`src/rtl/text_terminal_cell_buffer_top_defines.svh`:
```
// Assertion helpers used by the datapath of the character-cell console store.
`ifndef TEXT_TERMINAL_CELL_BUFFER_TOP_DEFINES_SVH
`define TEXT_TERMINAL_CELL_BUFFER_TOP_DEFINES_SVH

// Condition must hold in the same cycle as the trigger.
`define TTCB_ASSERT_HOLDS(label, clk, rst, ante, cons) \
   label: assert property (@(posedge clk) disable iff (rst) (ante) |-> (cons)) \
      else $error("ttcb: same-cycle check failed");

// Condition must hold in the cycle after the trigger.
`define TTCB_ASSERT_NEXT(label, clk, rst, ante, cons) \
   label: assert property (@(posedge clk) disable iff (rst) (ante) |=> (cons)) \
      else $error("ttcb: next-cycle check failed");

`endif

```
`src/rtl/ttcb_pkg.sv`:
```
package ttcb_pkg;

   // Field widths of the request, response and register port
   localparam int REQ_TYPE_W     = 1;
   localparam int CHAR_W         = 8;
   localparam int READ_COL_W     = 7;
   localparam int READ_ROW_W     = 6;
   localparam int DIRTY_COL_W    = 7;
   localparam int DIRTY_ROW_W    = 6;
   localparam int CURSOR_COL_W   = 8;
   localparam int CURSOR_ROW_W   = 6;
   localparam int COLUMNS_USED_W = 8;
   localparam int ROWS_USED_W    = 7;
   localparam int CSR_INDEX_W    = 1;
   localparam int CSR_DATA_W     = 8;

   // Register indexes and reset values
   localparam logic [CSR_INDEX_W-1:0]    CSR_COLUMNS_USED   = 1'b0;
   localparam logic [CSR_INDEX_W-1:0]    CSR_ROWS_USED      = 1'b1;
   localparam logic [COLUMNS_USED_W-1:0] COLUMNS_USED_RESET = 8'd80;
   localparam logic [ROWS_USED_W-1:0]    ROWS_USED_RESET    = 7'd25;

   // Request kinds and control characters
   localparam logic [REQ_TYPE_W-1:0] REQ_READ     = 1'b1;
   localparam logic [CHAR_W-1:0]     CH_NUL       = 8'd0;
   localparam logic [CHAR_W-1:0]     CH_NEWLINE   = 8'd10;
   localparam logic [CHAR_W-1:0]     CH_BACKSPACE = 8'd8;

   typedef enum logic [2:0] {
      OP_READ,
      OP_NUL,
      OP_NEWLINE,
      OP_BACKSPACE,
      OP_PRINT
   } op_kind_type;

   // Commands from the controller to the datapath
   typedef struct packed {
      logic clear_step;
      logic accept;
      logic norm;
      logic read;
      logic adv_line;
      logic backspace;
      logic scroll_step;
      logic write_cell;
      logic finish;
   } ttcb_cmd_type;

   // Status from the datapath to the controller
   typedef struct packed {
      logic        clear_last;
      logic        top_ge_rows;
      op_kind_type op;
      logic        at_last_row;
      logic        col_past_end;
      logic        scroll_last;
      logic        rsp_free;
   } ttcb_status_type;

endpackage

```
`src/rtl/ttcb_ctrl.sv`:
```
module ttcb_ctrl import ttcb_pkg::*; (
   input  logic            clock,
   input  logic            reset,
   input  logic            req_valid,
   output logic            req_ready,
   input  ttcb_status_type status,
   output ttcb_cmd_type    cmd
);

   localparam logic [2:0] ST_CLEAR  = 3'd0;
   localparam logic [2:0] ST_IDLE   = 3'd1;
   localparam logic [2:0] ST_EXEC   = 3'd2;
   localparam logic [2:0] ST_SCROLL = 3'd3;
   localparam logic [2:0] ST_WRITE  = 3'd4;
   localparam logic [2:0] ST_FINISH = 3'd5;

   logic [2:0] state_ff;
   logic [2:0] state_in;

   // Sequence one item: execute, optional line clear, optional cell write, response
   always_comb begin
      state_in = state_ff;
      cmd      = '0;
      unique case (state_ff)
         ST_CLEAR: begin
            cmd.clear_step = 1'b1;
            if (status.clear_last) begin
               state_in = ST_IDLE;
            end
         end
         ST_IDLE: begin
            if (req_valid) begin
               cmd.accept = 1'b1;
               state_in   = ST_EXEC;
            end
         end
         ST_EXEC: begin
            if (status.top_ge_rows) begin
               // Bring the top line back under the row count first
               cmd.norm = 1'b1;
            end else begin
               unique case (status.op)
                  OP_READ: begin
                     cmd.read = 1'b1;
                     state_in = ST_FINISH;
                  end
                  OP_NUL: begin
                     state_in = ST_FINISH;
                  end
                  OP_NEWLINE: begin
                     cmd.adv_line = 1'b1;
                     state_in     = status.at_last_row ? ST_SCROLL : ST_FINISH;
                  end
                  OP_BACKSPACE: begin
                     cmd.backspace = 1'b1;
                     state_in      = ST_WRITE;
                  end
                  OP_PRINT: begin
                     if (status.col_past_end) begin
                        cmd.adv_line = 1'b1;
                        state_in     = status.at_last_row ? ST_SCROLL : ST_WRITE;
                     end else begin
                        state_in = ST_WRITE;
                     end
                  end
                  default: begin
                     state_in = ST_FINISH;
                  end
               endcase
            end
         end
         ST_SCROLL: begin
            cmd.scroll_step = 1'b1;
            if (status.scroll_last) begin
               state_in = (status.op == OP_PRINT) ? ST_WRITE : ST_FINISH;
            end
         end
         ST_WRITE: begin
            cmd.write_cell = 1'b1;
            state_in       = ST_FINISH;
         end
         ST_FINISH: begin
            if (status.rsp_free) begin
               cmd.finish = 1'b1;
               state_in   = ST_IDLE;
            end
         end
         default: begin
            state_in = ST_IDLE;
         end
      endcase
   end

   always_ff @(posedge clock) begin
      if (reset) begin
         state_ff <= ST_CLEAR;
      end else begin
         state_ff <= state_in;
      end
   end

   assign req_ready = (state_ff == ST_IDLE);

endmodule

```
`config.mk`:
```
export PLATFORM = sky130hd
export DESIGN_NAME = ttcb_ctrl
export DESIGN_NICKNAME = d
export VERILOG_FILES = /design/src/rtl/text_terminal_cell_buffer_top_defines.svh /design/src/rtl/ttcb_pkg.sv /design/src/rtl/ttcb_ctrl.sv
export SDC_FILE = /design/constraint.sdc
export NUM_CORES = 1
export LEC_CHECK = 0
export BUFFER_PORTS_ARGS = -buffer_cell sky130_fd_sc_hd__buf_2
export CAP_MARGIN = 5
export CORE_AREA = 2 2 39 41
export CTS_BUF_LIST = sky130_fd_sc_hd__clkbuf_2 sky130_fd_sc_hd__clkbuf_4 sky130_fd_sc_hd__clkbuf_8
export DETAILED_ROUTE_END_ITERATION = 7
export DIE_AREA = 0 0 41 43
export GPL_TIMING_DRIVEN = 0
export HOLD_SLACK_MARGIN = 0.06
export PLACE_DENSITY_LB_ADDON = 0.1
export REMOVE_ABC_BUFFERS = 1
export SLEW_MARGIN = 15
export SYNTH_ARGS = -nofsm -noshare
export SYNTH_HDL_FRONTEND = slang
export SYNTH_SLANG_ARGS = --single-unit
export TNS_END_PERCENT = 50
```
`constraint.sdc`:
```
create_clock -name clock -period 1.2 [get_ports clock]
set_clock_uncertainty 0.05 [all_clocks]
set_input_delay 0.06 -clock clock [delete_from_list [all_inputs] [get_ports clock]]
set_output_delay 0.06 -clock clock [all_outputs]
set_load 0.1 [all_outputs]
```
==> impl_metrics.env, run 1 <==
export IMPL_status="finished with violations"
export IMPL_violations="setup timing"
export IMPL_cpMaxStageDelayCell="dfxtp_4"
export IMPL_first_pass_iters=3
export IMPL_cts_max_level=1
export IMPL_nNetsFinal=97
export IMPL_worst_slack_ns=-0.234
export IMPL_track_usage_pct=15.9
export IMPL_cp_start_kind="flop"
export IMPL_synth_seq_cells=3
export IMPL_die_x_um=41
export IMPL_utilization_pct=58.2
export IMPL_overflow=0
export IMPL_cts_tree="yes"
export IMPL_dieHeight_um=43
export IMPL_cts_sinks=3
export IMPL_port_buffers=21
export IMPL_route_detailed_drc=0
export IMPL_crit_path_start="state_ff[2]"
export IMPL_slowest_delay_ns=0.34
export IMPL_synth_area_um2=378
export IMPL_ant_nets=0
export IMPL_synthCells=51
export IMPL_hold_class="primary input to flop"
export IMPL_yosysWarnings=0
export IMPL_area_growth_pct=113
export IMPL_io_pins=22
export IMPL_cp_max_fo=4
export IMPL_clk_latency_ns=0.24
export IMPL_reg_top3="state_ff: 3 flops"
export IMPL_viasPerCell=4.89
export IMPL_synth_simple_gate_area_share_pct=46.4
export IMPL_slew_violations=0
export IMPL_muxShareOfSynthArea_pct=5.30
export IMPL_dpl_cell_count=85
export IMPL_crit_type="flop to output port"
export IMPL_synthXorXnorAreaFrac_pct=0
export IMPL_critPathTopFamily="simple AND/OR/NAND/NOR gates"
export IMPL_max_slew_margin_pct=81.0
export IMPL_initial_utilization_pct=27.3
export IMPL_critical_path_buf_inv_count=2
export IMPL_hold_violations=0
export IMPL_rows=14
export IMPL_finalNonFillerCells=100
export IMPL_dp_slack_ns=-0.461
export IMPL_max_freq_mhz=697
export IMPL_antenna_found_initial=0
export IMPL_crit_reg2reg_launch="state_ff[2]"
export IMPL_crit_path_end_kind="output port"
export IMPL_finalSetupTns_ns=-1.80
export IMPL_grt_pass1_vias=463
export IMPL_endpoint="cmd[3]"
export IMPL_power_leakage_nw=0.338
export IMPL_holdPathStages=4
export IMPL_dp_hpwl_um=729
export IMPL_grt_pass1_wl_mm=1.89
export IMPL_wl_per_cell_um=11.8
export IMPL_synth_cell_type_count=32
export IMPL_clk_path_buf_depth=2
export IMPL_power_density_mw_per_mm2=1480
export IMPL_regMostFlops="state_ff"
export IMPL_n_antenna_cell=0
export IMPL_setup_viol=13
export IMPL_core_area_mm2=0.00138
export IMPL_rsz0062_at_grt="true"
export IMPL_r2r_end="state_ff[0]"
export IMPL_arrival_ns=1.32
export IMPL_drv_cap=0
export IMPL_dr_total_vias=489
export IMPL_design_area_um2=806
export IMPL_path_depth=5
export IMPL_reg2reg_slack_ns=-0.18
export IMPL_wirelength_mm=1.18
export IMPL_worst_pin_slew_ns=0.285
export IMPL_synth_top_family_by_area="simple AND/OR/NAND/NOR gates"
export IMPL_ys_seq_area_share_pct=15.9
export IMPL_cts_buffers=3
export IMPL_drt_iter0_drc=6
export IMPL_rr_worst_depth=6
export IMPL_drive_gt1_share_pct=63.1
export IMPL_avgSynthCellArea_um2=7.41
export IMPL_ir_worst_vdd_v=0.000491
export IMPL_place_area_um2=482
export IMPL_cp_data_required_time_ns=1.09
export IMPL_clk_pin_slew_ns=0.04
export IMPL_finalCritPeriodShare_pct=119
export IMPL_synth_compound_area_share_pct=25.8
export IMPL_gp_congestion=0.681
export IMPL_largest_register_ffs=3
export IMPL_grt_max_degree=19
export IMPL_synthAdderAreaFrac_pct=0
export IMPL_period_minus_slack_ns=1.43
export IMPL_clockRootBuffer="clkbuf_4"
export IMPL_die_area_mm2=0.00176
export IMPL_path_cells="and2b_4 > nand2_4 > buf_4 > nor2_4 > buf_12"
[worst min-delay path by stage]
stage / start / endpoint / slack, ns
after global placement: reset / state_ff[1] / 0.23
after detailed placement: reset / state_ff[0] / 0.23
after global routing: status[1] / state_ff[1] / 0.12
after CTS: status[1] / state_ff[1] / 0.09
final: status[1] / state_ff[1] / 0.10
after floorplan: reset / state_ff[0] / 0.08
[cell families after synthesis]
logic type | after synthesis
buf+inv | 4
flops | 3
compound gates | 11
simple gates | 31
mux | 2
[synth_stat cells, drive strengths merged]
master | count | area share (%)
dfxtp | 3 | 16
a211o | 1 | 2.3
nor4 | 1 | 1.7
o22ai | 1 | 1.7
a21o | 1 | 2.0
o2bb2ai | 1 | 2.3
nand3 | 1 | 1.3
nor3 | 2 | 2.6
o221ai | 1 | 2.3
mux2i | 2 | 5.3
buf | 3 | 5.6
a21oi | 1 | 1.3
o21ai | 1 | 1.3
a311oi | 1 | 2.3
and2b | 2 | 4.6
and2 | 2 | 3.3
nor2 | 6 | 6.0
inv | 1 | 0.99
a2111oi | 1 | 4.0
or2 | 1 | 2.3
nor3b | 1 | 2.0
a32oi | 1 | 4.3
nand2b | 3 | 5.0
and3 | 1 | 1.7
and3b | 1 | 2.3
or2b | 1 | 2.0
nand2 | 6 | 6.0
nand3b | 2 | 4.0
nor2b | 1 | 1.7
a211oi | 1 | 2.0
[area by class of cell]
class,instances,area [µm²]
fill,129,578
tap,16,20.0
sequential,3,71.3
multi-input combinational,44,378
timing repair buffer,32,303
inverter,1,3.75
clock buffer,4,30.0
[report_power, final]
part	total [mW]	switching, mW	internal (mW)
Sequential	0.185	0.0572	0.128
Clock	0.206	0.0580	0.148
Combinational	0.799	0.469	0.330
[through the flow]
stage          hold slack (ns)  total power, mW
5_1_grt                  0.115             1.26
6_report                 0.101             1.19
4_1_cts                 0.0866             1.14
2_1_floorplan           0.0821            0.613
3_3_place_gp             0.233            0.715
3_5_place_dp             0.231            0.711
[worst register-to-register path, cell delays in order (launching register included)]
cell	delay, ns
dfxtp_4	0.35
and2b_4	0.20
buf_4	0.13
buf_4	0.13
a32oi_2	0.18
nor2_1	0.06
a311oi_1	0.19
[timing repair]
item,in CTS,in global routing
pin swaps,7,3
endpoints found under the hold margin,2,0
buffers inserted,7,3
gates resized for setup,48,9
setup endpoints to repair,13,13
hold buffers,1,0
[per-layer routing]
layer  global-route usage (%)  part of all wire (%)  up-vias
li1                         -                     -      253
met1                     17.3                    41      225
met2                     26.3                    56       11
met3                     6.28                   3.1        0
met4                     6.00                     0        0
met5                        0                     0        -
[cells in the final DEF (no fill, tap or decap), types with 3 or more instances in the layout]
cell type,synthesis,layout
buf_12,0,5
buf_2,2,11
buf_4,0,9
buf_6,1,5
clkbuf_4,0,4
dfxtp_4,0,3
nand2_1,6,5
nand2b_1,3,3
nor2_1,6,3
nor2_4,0,3
Power figures use the tool's default switching activity.
==> run 2: changes to the inputs <==
PLACE_DENSITY = 0.64   (was default)
PLACE_DENSITY_LB_ADDON = default   (was 0.1)
==> impl_metrics.env, run 2 (same netlist as run 1, synthesis figures left out) <==
export IMPL_overflow=0
export IMPL_cts_sinks=3
export IMPL_crit_path_end_kind="output port"
export IMPL_setup_viol=13
export IMPL_dr_total_vias=513
export IMPL_cts_buffers=3
export IMPL_holdWs_ns=0.135
export IMPL_io_pins=22
export IMPL_port_buffers=21
export IMPL_wl_per_cell_um=13.2
export IMPL_path_cells="and2b_4 > nand2_4 > a211oi_4 > buf_12"
export IMPL_final_cell_mix="buf_2 (11), buf_4 (9), buf_6 (7)"
export IMPL_cp_start_kind="flop"
export IMPL_arrival_ns=1.37
export IMPL_period_minus_slack_ns=1.48
export IMPL_fillCellCount=118
export IMPL_drv_cap=0
export IMPL_area_growth_pct=122
export IMPL_grtUsageMet1_pct=19.2
export IMPL_grt_max_degree=19
export IMPL_n_antenna_cell=0
export IMPL_cp_data_required_time_ns=1.09
export IMPL_rsz0062_at_grt="true"
export IMPL_grt_pass1_wl_mm=1.98
export IMPL_dp_hpwl_um=679
export IMPL_min_to="state_ff[1]"
export IMPL_clockRootBuffer="clkbuf_4"
export IMPL_cp_max_fo=4
export IMPL_power_density_mw_per_mm2=1520
export IMPL_rr_worst_depth=5
export IMPL_track_usage_pct=16.2
export IMPL_worst_slack_ns=-0.277
export IMPL_violations="setup timing"
export IMPL_nNetsFinal=99
export IMPL_max_slew_margin_pct=83.1
export IMPL_clk_path_buf_depth=2
export IMPL_viasPerCell=5.03
export IMPL_reg_top3="state_ff: 3 flops"
export IMPL_cts_max_level=1
export IMPL_max_freq_mhz=677
export IMPL_reg2reg_slack_ns=-0.28
export IMPL_antenna_found_initial=0
export IMPL_critical_path_buf_inv_count=1
export IMPL_cpMaxStageDelayCell="dfxtp_4"
export IMPL_ir_worst_vdd_v=0.000667
export IMPL_power_leakage_nw=0.352
export IMPL_die_area_mm2=0.00176
export IMPL_critPathTopFamily="flip-flops"
export IMPL_hold_class="primary input to flop"
export IMPL_route_detailed_drc=0
export IMPL_dieHeight_um=43
export IMPL_clk_latency_ns=0.23
export IMPL_largest_register_ffs=3
export IMPL_r2r_end="state_ff[2]"
export IMPL_min_from="status[1]"
export IMPL_grt_use_met3_pct=2.09
export IMPL_core_area_mm2=0.00138
export IMPL_slowest_delay_ns=0.34
export IMPL_regMostFlops="state_ff"
export IMPL_die_x_um=41
export IMPL_worst_pin_slew_ns=0.252
export IMPL_hold_violations=0
export IMPL_rows=14
export IMPL_crit_reg2reg_launch="state_ff[0]"
export IMPL_grt_busiest_layer="met2"
export IMPL_place_area_um2=482
export IMPL_cts_tree="yes"
export IMPL_drive_gt1_share_pct=64.0
export IMPL_grt_pass1_vias=485
export IMPL_final_common_cell="buf_2"
export IMPL_finalCritPeriodShare_pct=123
export IMPL_ant_nets=0
export IMPL_first_pass_iters=3
export IMPL_slew_violations=0
export IMPL_gp_congestion=0.813
export IMPL_initial_utilization_pct=27.3
export IMPL_crit_type="flop to output port"
export IMPL_holdPathStages=4
export IMPL_drt_iter0_drc=2
export IMPL_use_met2_pct=26.9
export IMPL_status="finished with violations"
export IMPL_wirelength_mm=1.34
export IMPL_clk_pin_slew_ns=0.04
export IMPL_design_area_um2=840
## run 2: changes by cell type in the layout (fill, tap and decap cells not counted), sizes merged
cell and delta:
buf +3, clkbuf -1
## run 2: how the worst max path moves through the flow
stage	from	to	slack (ns)	depth (start not counted)
after floorplan	state_ff[1]	cmd[5]	-2.45	3
after global placement	state_ff[0]	state_ff[0]	-0.45	4
after detailed placement	state_ff[0]	state_ff[0]	-0.47	4
after CTS	state_ff[2]	cmd[5]	-0.31	4
after global routing	state_ff[2]	cmd[4]	-0.32	4
final	state_ff[2]	cmd[4]	-0.28	4
## run 2: routing by layer
metal	part of all wire, %	up-vias	wire length [µm]
met4	0	0	0
li1	-	258	-
met3	4.1	0	55
met1	39	239	529
met2	56	16	759
met5	0	-	0
## run 2: cell type report
cell class	count	area [µm²]	area share (%)
multi-input cells	44	383	45.6
repair buffers	34	332	39.5
flip-flops and latches	3	71.3	8.49
clock buffers	4	30.0	3.58
well taps	16	20.0	2.38
inverters	1	3.75	0.447
## run 2: where the power goes
group / internal (mW) / switching (mW) / total, mW
Combinational: 0.387 / 0.524 / 0.911
Sequential: 0.128 / 0.0388 / 0.166
Clock: 0.147 / 0.0515 / 0.199
## run 2: metrics by stage
stage                     setup TNS [ns]  worst slack (ns)  utilization (%)  instances  power (mW)
after global routing               -2.88            -0.317             60.7        102        1.34
final                              -2.12            -0.277             60.7        102        1.28
after floorplan                   -11.42             -2.45                -         48       0.613
after CTS                          -1.88            -0.310             50.5         94        1.08
after global placement             -3.26            -0.446             34.8         85       0.707
after detailed placement           -3.31            -0.467             34.8         85       0.709
## run 2: worst reg2reg max path: stages, from the launching register on
cell       delay [ns]
dfxtp_4          0.37
buf_6            0.14
or2_4            0.23
a211o_1          0.30
o2bb2ai_2        0.13
and3b_1          0.15
## run 2: what timing repair did
item,in CTS,in global routing
endpoints found under the hold margin,2,0
endpoints found under the setup margin,13,13
gates resized for setup,43,14
hold buffers,1,0
buffers inserted,4,8
pin swaps,4,8
